<file path="src/rtl/assert_macros.svh">
// assertion macros shared by the rtl
`ifndef ASSERT_MACROS_SVH
`define ASSERT_MACROS_SVH

// clocked assertion with explicit clock and active-low reset
`define ASSERT_CLK(label, clk, rst_n, prop, msg) \
    label: assert property (@(posedge clk) disable iff (!rst_n) prop) else $error(msg);

// clocked assertion on the standard clock and reset names
`define ASSERT_STD(label, prop, msg) `ASSERT_CLK(label, i_clk, i_rst_n, prop, msg)

`endif

</file>
<file path="src/rtl/mlr_pkg.sv">
package mlr_pkg;

    // coordinate and arithmetic widths
    localparam int COORD_W  = 13;
    localparam int SCREEN_W = 12;
    localparam int DIFF_W   = COORD_W + 1;
    localparam int INC_W    = COORD_W + 3;
    localparam int DIAG_W   = COORD_W + 4;
    localparam int DEC_W    = COORD_W + 5;
    localparam int CMP_W    = (COORD_W - 1 > SCREEN_W) ? COORD_W - 1 : SCREEN_W;

    typedef logic signed [COORD_W-1:0]  t_coord;
    typedef logic        [COORD_W-1:0]  t_mag;
    typedef logic        [INC_W-1:0]    t_inc;
    typedef logic signed [DIAG_W-1:0]   t_diag;
    typedef logic signed [DEC_W-1:0]    t_dec;
    typedef logic        [SCREEN_W-1:0] t_screen;
    typedef logic        [CMP_W-1:0]    t_cmp;

    // request operation codes
    typedef enum logic {
        OP_START   = 1'b0,
        OP_ADVANCE = 1'b1
    } t_op;

    // configuration register indexes
    typedef enum logic {
        CFG_SCREEN_WIDTH  = 1'b0,
        CFG_SCREEN_HEIGHT = 1'b1
    } t_cfg_idx;

    // prepared line set-up, ready to load into the stepping state
    typedef struct packed {
        t_coord maj0;
        t_coord min0;
        t_coord maj1;
        t_inc   straight;
        t_diag  diag;
        t_dec   dec;
        logic   steep;
        logic   goes_down;
        logic   single;
    } t_setup;

endpackage

</file>
<file path="src/rtl/mlr_setup.sv">
module mlr_setup (
    input  mlr_pkg::t_coord i_x0,
    input  mlr_pkg::t_coord i_y0,
    input  mlr_pkg::t_coord i_x1,
    input  mlr_pkg::t_coord i_y1,
    output mlr_pkg::t_setup o_setup
);
    import mlr_pkg::*;

    typedef logic signed [DIFF_W-1:0] t_diff;

    t_diff dx;
    t_diff dy;
    t_mag  adx;
    t_mag  ady;
    logic  steep;
    logic  swap;
    t_diff dmaj_s;
    t_diff dmin_s;
    t_mag  dmaj;
    t_mag  dmin;

    // endpoint deltas and their magnitudes
    assign dx  = t_diff'(i_x1) - t_diff'(i_x0);
    assign dy  = t_diff'(i_y1) - t_diff'(i_y0);
    assign adx = dx[DIFF_W-1] ? t_mag'(-dx) : t_mag'(dx);
    assign ady = dy[DIFF_W-1] ? t_mag'(-dy) : t_mag'(dy);

    // major axis choice and endpoint ordering
    assign steep  = ady >= adx;
    assign dmaj_s = steep ? dy : dx;
    assign dmin_s = steep ? dx : dy;
    assign swap   = dmaj_s[DIFF_W-1];
    assign dmaj   = steep ? ady : adx;
    assign dmin   = steep ? adx : ady;

    // start point, increments and initial decision
    always_comb begin
        o_setup.maj0      = swap ? (steep ? i_y1 : i_x1) : (steep ? i_y0 : i_x0);
        o_setup.min0      = swap ? (steep ? i_x1 : i_y1) : (steep ? i_x0 : i_y0);
        o_setup.maj1      = swap ? (steep ? i_y0 : i_x0) : (steep ? i_y1 : i_x1);
        o_setup.straight  = t_inc'(dmin) << 1;
        o_setup.diag      = (t_diag'(dmin) - t_diag'(dmaj)) <<< 1;
        o_setup.dec       = (t_dec'(dmin) <<< 1) - t_dec'(dmaj);
        o_setup.steep     = steep;
        o_setup.goes_down = swap ? ((dmin_s != '0) && !dmin_s[DIFF_W-1])
                                 : dmin_s[DIFF_W-1];
        o_setup.single    = (dmaj == '0);
    end

endmodule

</file>
<file path="src/rtl/midpoint_line_rasterizer.sv">
// channel   direction  handshake                 payload
// request   in         i_in_valid / o_in_ready   i_operation, i_start_x/y, i_end_x/y
// result    out        o_out_valid / i_out_ready o_pixel_x/y, o_pixel_valid,
//                                                o_on_screen, o_last_pixel
// config    in         i_cfg_we (no wait)        i_cfg_index, i_cfg_data
//
// two register stages: the request register holds the prepared line set-up, the
// result register takes the pixel, so a request passes through both before it is offered.
// one request per cycle if results are taken; the single stepping register set is the loop.
// reset (synchronous, active low) drops any line and restores a 640 x 480 screen.
// a stalled result holds the pipe; the request register still drains into a free
// result register, so input ready only falls when both stages are full and the
// result is not being taken.
`include "assert_macros.svh"

module midpoint_line_rasterizer (
    input  logic                     i_clk,
    input  logic                     i_rst_n,
    input  logic                     i_in_valid,
    output logic                     o_in_ready,
    input  logic                     i_operation,
    input  mlr_pkg::t_coord          i_start_x,
    input  mlr_pkg::t_coord          i_start_y,
    input  mlr_pkg::t_coord          i_end_x,
    input  mlr_pkg::t_coord          i_end_y,
    output logic                     o_out_valid,
    input  logic                     i_out_ready,
    output mlr_pkg::t_coord          o_pixel_x,
    output mlr_pkg::t_coord          o_pixel_y,
    output logic                     o_pixel_valid,
    output logic                     o_on_screen,
    output logic                     o_last_pixel,
    input  logic                     i_cfg_we,
    input  logic                     i_cfg_index,
    input  mlr_pkg::t_screen         i_cfg_data
);
    import mlr_pkg::*;

    // screen size test for one pixel
    function automatic logic f_visible(t_coord x, t_coord y, t_screen w, t_screen h);
        logic x_in;
        logic y_in;
        x_in = !x[COORD_W-1] && (t_cmp'(x[COORD_W-2:0]) < t_cmp'(w));
        y_in = !y[COORD_W-1] && (t_cmp'(y[COORD_W-2:0]) < t_cmp'(h));
        return x_in && y_in;
    endfunction

    t_setup  setup;
    logic    in_acc;
    logic    s1_adv;

    // request stage
    logic    r_s1_valid;
    logic    r_s1_op;
    t_setup  r_s1_setup;

    // configuration
    t_screen r_width;
    t_screen r_height;

    // stepping state
    t_coord  r_major,     n_major;
    t_coord  r_minor,     n_minor;
    t_coord  r_major_end, n_major_end;
    t_dec    r_dec,       n_dec;
    t_inc    r_straight,  n_straight;
    t_diag   r_diag,      n_diag;
    logic    r_down,      n_down;
    logic    r_steep,     n_steep;
    logic    r_line_active, n_line_active;

    // result register
    logic    r_out_valid;
    t_coord  r_px_x,      n_px_x;
    t_coord  r_px_y,      n_px_y;
    logic    r_px_valid,  n_px_valid;
    logic    r_vis,       n_vis;
    logic    r_last,      n_last;

    // line set-up from the endpoints
    mlr_setup u_setup (
        .i_x0    (i_start_x),
        .i_y0    (i_start_y),
        .i_x1    (i_end_x),
        .i_y1    (i_end_y),
        .o_setup (setup)
    );

    // handshake
    assign s1_adv     = r_s1_valid && (!r_out_valid || i_out_ready);
    assign o_in_ready = !r_s1_valid || s1_adv;
    assign in_acc     = i_in_valid && o_in_ready;

    // start or step, then pixel formation
    always_comb begin
        n_major       = r_major;
        n_minor       = r_minor;
        n_major_end   = r_major_end;
        n_dec         = r_dec;
        n_straight    = r_straight;
        n_diag        = r_diag;
        n_down        = r_down;
        n_steep       = r_steep;
        n_line_active = r_line_active;
        n_px_valid    = 1'b0;
        n_last        = 1'b0;
        if (r_s1_op == OP_START) begin
            n_major       = r_s1_setup.maj0;
            n_minor       = r_s1_setup.min0;
            n_major_end   = r_s1_setup.maj1;
            n_dec         = r_s1_setup.dec;
            n_straight    = r_s1_setup.straight;
            n_diag        = r_s1_setup.diag;
            n_down        = r_s1_setup.goes_down;
            n_steep       = r_s1_setup.steep;
            n_line_active = !r_s1_setup.single;
            n_px_valid    = 1'b1;
            n_last        = r_s1_setup.single;
        end else if (r_line_active) begin
            if (r_dec <= t_dec'(0)) begin
                n_dec = r_dec + t_dec'(r_straight);
            end else begin
                n_dec   = r_dec + t_dec'(r_diag);
                n_minor = r_down ? r_minor - t_coord'(1) : r_minor + t_coord'(1);
            end
            n_major       = r_major + t_coord'(1);
            n_last        = n_major >= r_major_end;
            n_line_active = !n_last;
            n_px_valid    = 1'b1;
        end
        if (n_px_valid) begin
            n_px_x = n_steep ? n_minor : n_major;
            n_px_y = n_steep ? n_major : n_minor;
            n_vis  = f_visible(n_px_x, n_px_y, r_width, r_height);
        end else begin
            n_px_x = '0;
            n_px_y = '0;
            n_vis  = 1'b0;
        end
    end

    // control registers
    always_ff @(posedge i_clk) begin
        if (!i_rst_n) begin
            r_s1_valid    <= 1'b0;
            r_out_valid   <= 1'b0;
            r_line_active <= 1'b0;
            r_width       <= t_screen'(640);
            r_height      <= t_screen'(480);
        end else begin
            if (in_acc) begin
                r_s1_valid <= 1'b1;
            end else if (s1_adv) begin
                r_s1_valid <= 1'b0;
            end
            if (s1_adv) begin
                r_out_valid   <= 1'b1;
                r_line_active <= n_line_active;
            end else if (i_out_ready) begin
                r_out_valid <= 1'b0;
            end
            if (i_cfg_we) begin
                unique case (i_cfg_index)
                    CFG_SCREEN_WIDTH:  r_width  <= i_cfg_data;
                    CFG_SCREEN_HEIGHT: r_height <= i_cfg_data;
                    default:           r_width  <= r_width;
                endcase
            end
        end
    end

    // payload registers
    always_ff @(posedge i_clk) begin
        if (in_acc) begin
            r_s1_op    <= i_operation;
            r_s1_setup <= setup;
        end
        if (s1_adv) begin
            r_major     <= n_major;
            r_minor     <= n_minor;
            r_major_end <= n_major_end;
            r_dec       <= n_dec;
            r_straight  <= n_straight;
            r_diag      <= n_diag;
            r_down      <= n_down;
            r_steep     <= n_steep;
            r_px_x      <= n_px_x;
            r_px_y      <= n_px_y;
            r_px_valid  <= n_px_valid;
            r_vis       <= n_vis;
            r_last      <= n_last;
        end
    end

    // outputs
    assign o_out_valid   = r_out_valid;
    assign o_pixel_x     = r_px_x;
    assign o_pixel_y     = r_px_y;
    assign o_pixel_valid = r_px_valid;
    assign o_on_screen   = r_vis;
    assign o_last_pixel  = r_last;

    // checks
    `ASSERT_STD(a_last_ends_line, s1_adv && n_last |=> !r_line_active, "line active after last pixel")
    `ASSERT_STD(a_s1_held, r_s1_valid && !s1_adv |=> r_s1_valid, "pending request lost")
    `ASSERT_STD(a_major_below_end, r_line_active |-> r_major < r_major_end, "major past line end")
    `ASSERT_STD(a_diag_nonpos, r_line_active |-> r_diag <= t_diag'(0), "diagonal increment positive")

endmodule
</file>
<file path="config.mk">
export PLATFORM = sky130hd
export DESIGN_NAME = midpoint_line_rasterizer
export DESIGN_NICKNAME = d
export VERILOG_FILES = /design/src/rtl/mlr_pkg.sv /design/src/rtl/mlr_setup.sv /design/src/rtl/midpoint_line_rasterizer.sv
export VERILOG_INCLUDE_DIRS = /design/src /design/src/rtl
export SDC_FILE = /design/constraint.sdc
export NUM_CORES = 1
export LEC_CHECK = 0
export BUFFER_PORTS_ARGS = -buffer_cell sky130_fd_sc_hd__buf_4
export CORE_ASPECT_RATIO = 1.5
export CORE_MARGIN = 4
export CORE_UTILIZATION = 65
export CTS_CLUSTER_SIZE = 24
export DETAILED_ROUTE_END_ITERATION = 16
export PLACE_DENSITY = 0.87
export SYNTH_ARGS = -nofsm -noshare
export SYNTH_HDL_FRONTEND = slang
export SYNTH_SLANG_ARGS = --single-unit
</file>
<file path="constraint.sdc">
create_clock -name i_clk -period 14.21 [get_ports i_clk]
set_clock_uncertainty 0.05 [all_clocks]
set_input_delay 2.1315 -clock i_clk [delete_from_list [all_inputs] [get_ports i_clk]]
set_output_delay 2.1315 -clock i_clk [all_outputs]
set_load 0.03 [all_outputs]
</file>
==> results of run 1 <==
## flip-flops by register name (all words and copies together) (netlist names)
signal,count
r_diag,14
r_width,12
o_pixel_y,13
o_on_screen,1
r_height,12
r_s1_op,1
r_steep,1
r_minor,13
r_line_active,1
r_down,1
o_pixel_x,13
r_s1_valid,1
o_out_valid,1
o_pixel_valid,1
r_major,13
o_last_pixel,1
r_dec,18
r_major_end,13
r_straight,13
r_s1_setup,84
## power by group
part	leakage (nW)	internal, W	switching [W]
combinational	4.73	0.000776	0.00130
clock	0.302	0.000293	0.000247
sequential	2.12	0.00103	0.0000598
total	7.16	0.00210	0.00161
## cell families (layout without fill, tap and decap cells)
group | Yosys count | after routing | share of synthesized area
xor+xnor | 112 | 112 | 0.0617
fa+ha+maj | 121 | 121 | 0.0951
mux | 104 | 104 | 0.0677
flops | 227 | 227 | 0.408
buf+inv | 198 | 275 | 0.0499
compound gates | 398 | 398 | 0.162
simple gates | 517 | 517 | 0.156
## synthesized netlist by cell type, types with 18 or more instances
master	number	area, sq um
nor2_1	111	417
edfxtp_1	200	6010
a21o_1	21	158
a31oi_1	22	138
nand2_1	193	724
o21ai_0	57	285
ha_1	109	1360
dfxtp_1	27	541
xnor2_1	70	613
inv_1	116	435
nor3_1	25	125
nand3_1	28	140
o21bai_1	22	165
mux2i_1	71	711
clkbuf_1	46	173
nand4_1	18	113
and2_1	26	163
nand2b_1	22	138
xor2_1	41	359
a21boi_0	23	173
mux2_2	32	360
a21oi_1	131	656
## how the worst max path moves through the flow
stage,from,to,depth (start not counted)
floorplan,i_end_y[0],r_s1_setup[15],37
global placement,i_start_y[0],r_s1_setup[15],34
detailed placement,i_start_y[0],r_s1_setup[15],34
CTS,i_start_y[0],r_s1_setup[15],34
global route,i_start_y[8],r_s1_setup[15],34
finish,i_start_y[0],r_s1_setup[15],34
## metal layers
metal  share of wire  GRT usage  wire [um]
met5               0          0          0
met4           0.063      0.168       2680
met3           0.051     0.0332       2180
met2            0.52      0.555      21900
met1            0.37      0.348      15700
## cell type report
type | instances | area, sq um | share of cell area
clock buffers | 24 | 537 | 0.0304
clock inverters | 14 | 111 | 0.00632
repair buffers | 115 | 863 | 0.0490
inverters | 122 | 458 | 0.0260
flip-flops and latches | 227 | 6550 | 0.371
well taps | 324 | 405 | 0.0230
multi-input cells | 1252 | 8710 | 0.494
## per-stage QoR
stage	setup slack [ns]	power [W]	std cells
final	4.47	0.00371	2078
after CTS	4.75	0.00367	2078
after global routing	3.92	0.00394	2078
after floorplan	4.92	0.00262	1677
after detailed placement	4.28	0.00312	2040
after global placement	4.61	0.00305	2040
==> results.txt, run 1 <==
Status = complete, no violations
Slew Viols, Final = 0
Critical path peak fanout = 55
Routability Congestion = 0.969
Crit. End Element = register
Reg2reg end = r_dec[16]
Delay-heaviest family, CP = compound AO/OA/AOI/OAI gates
Via Count = 13200
Total CTS buffers = 21
Post-synth EDFFs = 200
Initial antenna violation count = 0
Cell row count = 70
Cell Pwr Density = 211 mW/mm^2
Layout cells sized above 1 = 0.125
Detailed-route vias per instance = 6.33
Register area share after synthesis = 0.408
Post-layout nets = 1923
Total track usage = 0.307
Ys Warns = 0
FILL cells = 1731
Buf+Inv Stages, Crit Path = 3
CP max-delay cell = or4_4
First-pass GRT wire length = 67.3 mm
FFs w/ async S/R, synth = 0
Number of port buffers = 101
Drt wl/cell = 20.5 um
Setup TNS Final = 0 ns
Synth cell types = 88
Cells after synthesis = 1677
Top_reg_cell synth = edfxtp_1
Largest net degree at the start of global routing = 85
Fin. Hold Viols = 0
Fin crit share = 0.685
H-tree levels = 1
Max_cap viols = 0
Worst path most repeated cell = o21ai_0
Max transition margin = 0.216
Hold Path Class = reg -> reg
Static Leakage = 7.16 nW
Antenna cells = 0
Peak supply drop = 200 uV
Syn Std Cell Area = 0.0160 sq mm
Clk pin slew, worst setup/hold paths = 0.07 ns
Most common cell after layout, fill and taps aside = edfxtp_1
Fmax = 103 MHz
Hold EP = r_straight[3]
Final hold slack = 0.364 ns
Setup Buffers After CTS = 0
CP required = 14.41 ns
HPWL after detailed placement = 32.2 mm
Avg Cell Area, Syn = 9.56 sq um
Min-delay src = r_s1_setup[41]
Post-layout min period = 9.74 ns
Crit Path Category = in -> reg
Vias in the first global route = 13200
Die W = 136 um
# setup viols final = 0
Area delta synth->final = 9.98%
# hold bufs at CTS = 0
PostCTS Resize Cnt = 0
Cell Area, Placed = 0.0170 sq mm
Arr. time, crit path = 9.94 ns
Reg2Reg Launch Point = r_dec[2]
Iter 0 DRT Violations = 1212
Die H = 200 um
Routed wire length = 42.5 mm
Worst-Skew Late Latency = 0.51 ns
Critical path startpoint category = input port
Final instance area = 0.0176 sq mm
Hold Crit Depth = 0
Crit-path max cell delay = 0.55 ns
Max Buffers Root-to-Sink = 3
Synthesized flop and latch total = 227
R2R depth = 20
TritonRoute pass-1 iters = 6
DRC viols = 0
Most frequent cells in the layout = 200 x edfxtp_1, 193 x nand2_1, 131 x a21oi_1
Total gr overflow = 0
R2R Setup Slk = 8.51 ns
Worst Tran Pin Value = 1.17 ns
RSZ-0062 raised after global routing = false
Die area = 0.0273 sq mm
Final ANT Viol Nets = 0
Final core occ = 0.724
Initial core utilization = 0.658
Root buffer cell = clkbuf_16
IO Pins = 102
Clk sinks = 227
CTS tree = done
Syn nets = 1861
Placeable Area = 0.0243 sq mm
No activity file was read; power rests on OpenSTA's default activity.
==> run 2: changes to the inputs <==
--- a/config.mk
+++ b/config.mk
@@ -9,10 +9,10 @@
 export BUFFER_PORTS_ARGS = -buffer_cell sky130_fd_sc_hd__buf_4
 export CORE_ASPECT_RATIO = 1.5
 export CORE_MARGIN = 4
-export CORE_UTILIZATION = 65
+export CORE_UTILIZATION = 56
 export CTS_CLUSTER_SIZE = 24
 export DETAILED_ROUTE_END_ITERATION = 16
-export PLACE_DENSITY = 0.87
+export PLACE_DENSITY = 0.79
 export SYNTH_ARGS = -nofsm -noshare
 export SYNTH_HDL_FRONTEND = slang
 export SYNTH_SLANG_ARGS = --single-unit
==> constraint.sdc (replaced) <==
create_clock -name i_clk -period 8.9 [get_ports i_clk]
set_clock_uncertainty 0.05 [all_clocks]
set_input_delay 1.335 -clock i_clk [delete_from_list [all_inputs] [get_ports i_clk]]
set_output_delay 1.335 -clock i_clk [all_outputs]
set_load 0.03 [all_outputs]
==> run 2 against run 1 <==
  * Total power is 60% higher
  * Critical path depth is 2 lower
  * Clock-buffer cell count stayed put
  * Non-clock buffer count is 13 higher
  * Sequential share of layout area is 0.36 points lower
  * Clock power is 66% higher
  * Largest cell class unchanged
==> results.txt, run 2 (same netlist as run 1, synthesis figures left out) <==
Setup Buffers After CTS = 0
Placeable Area = 0.0282 sq mm
Max reg flops = 84
Initial antenna violation count = 0
H-tree levels = 1
CTS tree = done
Pwr Total = 0.00594 W
Clk pin slew, worst setup/hold paths = 0.06 ns
Cell row count = 75
Post-layout min period = 8.25 ns
FILL cells = 2309
Most common cell after layout, fill and taps aside = edfxtp_1
Detailed-route vias per instance = 6.10
Max Buffers Root-to-Sink = 3
Die area = 0.0315 sq mm
Critical path peak fanout = 11
PostCTS Resize Cnt = 0
Pre-CTS setup slack = 0.208 ns
Top reg by flops = r_s1_setup
Post-layout nets = 1937
Total gr overflow = 0
Final ANT Viol Nets = 0
# setup viols final = 0
Peak supply drop = 240 uV
DRT met1 WL = 15.9 mm
Total CTS buffers = 22
Most frequent cells in the layout = 200 x edfxtp_1, 193 x nand2_1, 131 x a21oi_1
Critical path startpoint category = input port
RSZ-0062 raised after global routing = false
Hold Path Class = reg -> reg
Biggest regs = r_s1_setup: 84 flops, r_dec: 18 flops, r_diag: 14 flops
Die H = 215 um
Routed wl met3 = 1.77 mm
IO Pins = 102
Fin crit share = 0.927
Vias in the first global route = 12900
Routability Congestion = 0.984
Initial core utilization = 0.569
Worst Tran Pin Value = 1.11 ns
HPWL after detailed placement = 31.7 mm
Drt wl/cell = 19.4 um
CP required = 9.10 ns
# hold bufs at CTS = 0
Routed wire length = 41.1 mm
First-pass GRT wire length = 65.7 mm
Fmax = 121 MHz
Worst-Skew Late Latency = 0.53 ns
Fin. Hold Viols = 0
Via Count = 12900
CP max-delay cell = or4_4
Final hold slack = 0.366 ns
Final worst slack = 0.653 ns
Static Leakage = 7.25 nW
Cell Area, Placed = 0.0171 sq mm
Antenna cells = 0
Layout cells sized above 1 = 0.135
Clk sinks = 227
Slew Viols, Final = 0
Max transition margin = 0.256
Area delta synth->final = 11.1%
Root buffer cell = clkbuf_16
Setup TNS Final = 0 ns
DRC viols = 0
Die W = 146 um
Total track usage = 0.256
Final instance area = 0.0178 sq mm
Crit-path max cell delay = 0.59 ns
TritonRoute pass-1 iters = 5
Cell Pwr Density = 334 mW/mm^2
Iter 0 DRT Violations = 1084
Arr. time, crit path = 8.45 ns
Crit Path Category = in -> reg
Max_cap viols = 0
Top sig layer = met4
Number of port buffers = 101
Met2 WL = 21.3 mm
Crit. End Element = register
Largest net degree at the start of global routing = 85
Status = complete, no violations
## run 2: cell types whose count changed in the layout (fill, tap and decap cells not counted), sizes merged
cell	delta
buf	+13
clkinv	+3
bufinv	-1
clkinvlp	-1
inv	+1
## run 2: worst max-delay path: cells and delay by family
kind / cells / cell delay [ns]
and+or+nand+nor: 11 / 2.41
AOI/OAI and AO/OA: 11 / 2.32
buffers and inverters: 2 / 0.27
xor gates and xnor gates: 4 / 0.75
adders and majority gates: 4 / 1.37
## run 2: through the flow
stage	std cells	util
6_report	2115	0.632
2_1_floorplan	1677	-
3_5_place_dp	2075	0.608
4_1_cts	2115	0.632
3_3_place_gp	2075	0.608
5_1_grt	2115	0.632
## run 2: cell type report
type / instances / area, sq um / area share
clock buffers: 24 / 579 / 0.0325
well taps: 346 / 433 / 0.0243
multi-input cells: 1252 / 8710 / 0.489
flip-flops and latches: 227 / 6550 / 0.368
repair buffers: 128 / 961 / 0.0540
clock inverters: 16 / 113 / 0.00633
inverters: 122 / 458 / 0.0257
## run 2: power breakdown
| group | switching (W) | leakage (nW) | internal (W) |
|---|---|---|---|
| logic | 0.00202 | 4.80 | 0.00128 |
| clock network | 0.000417 | 0.331 | 0.000481 |
| registers | 0.0000986 | 2.12 | 0.00165 |
## run 2: routing by layer
layer | GRT usage | up-vias
met1 | 0.291 | 6154
met5 | 0 | -
met4 | 0.127 | 0
met3 | 0.0255 | 122
met2 | 0.475 | 427
li1 | - | 6200
## run 2: worst paths after layout
kind,start,to,cells after the start,slack [ns]
setup / recovery,i_start_y[0],r_s1_setup[15],32,0.65
hold / removal,r_s1_setup[25],r_diag[4],0,0.37
setup reg to reg,r_dec[2],r_dec[17],21,3.34
hold reg to reg,r_s1_setup[25],r_diag[4],0,0.37
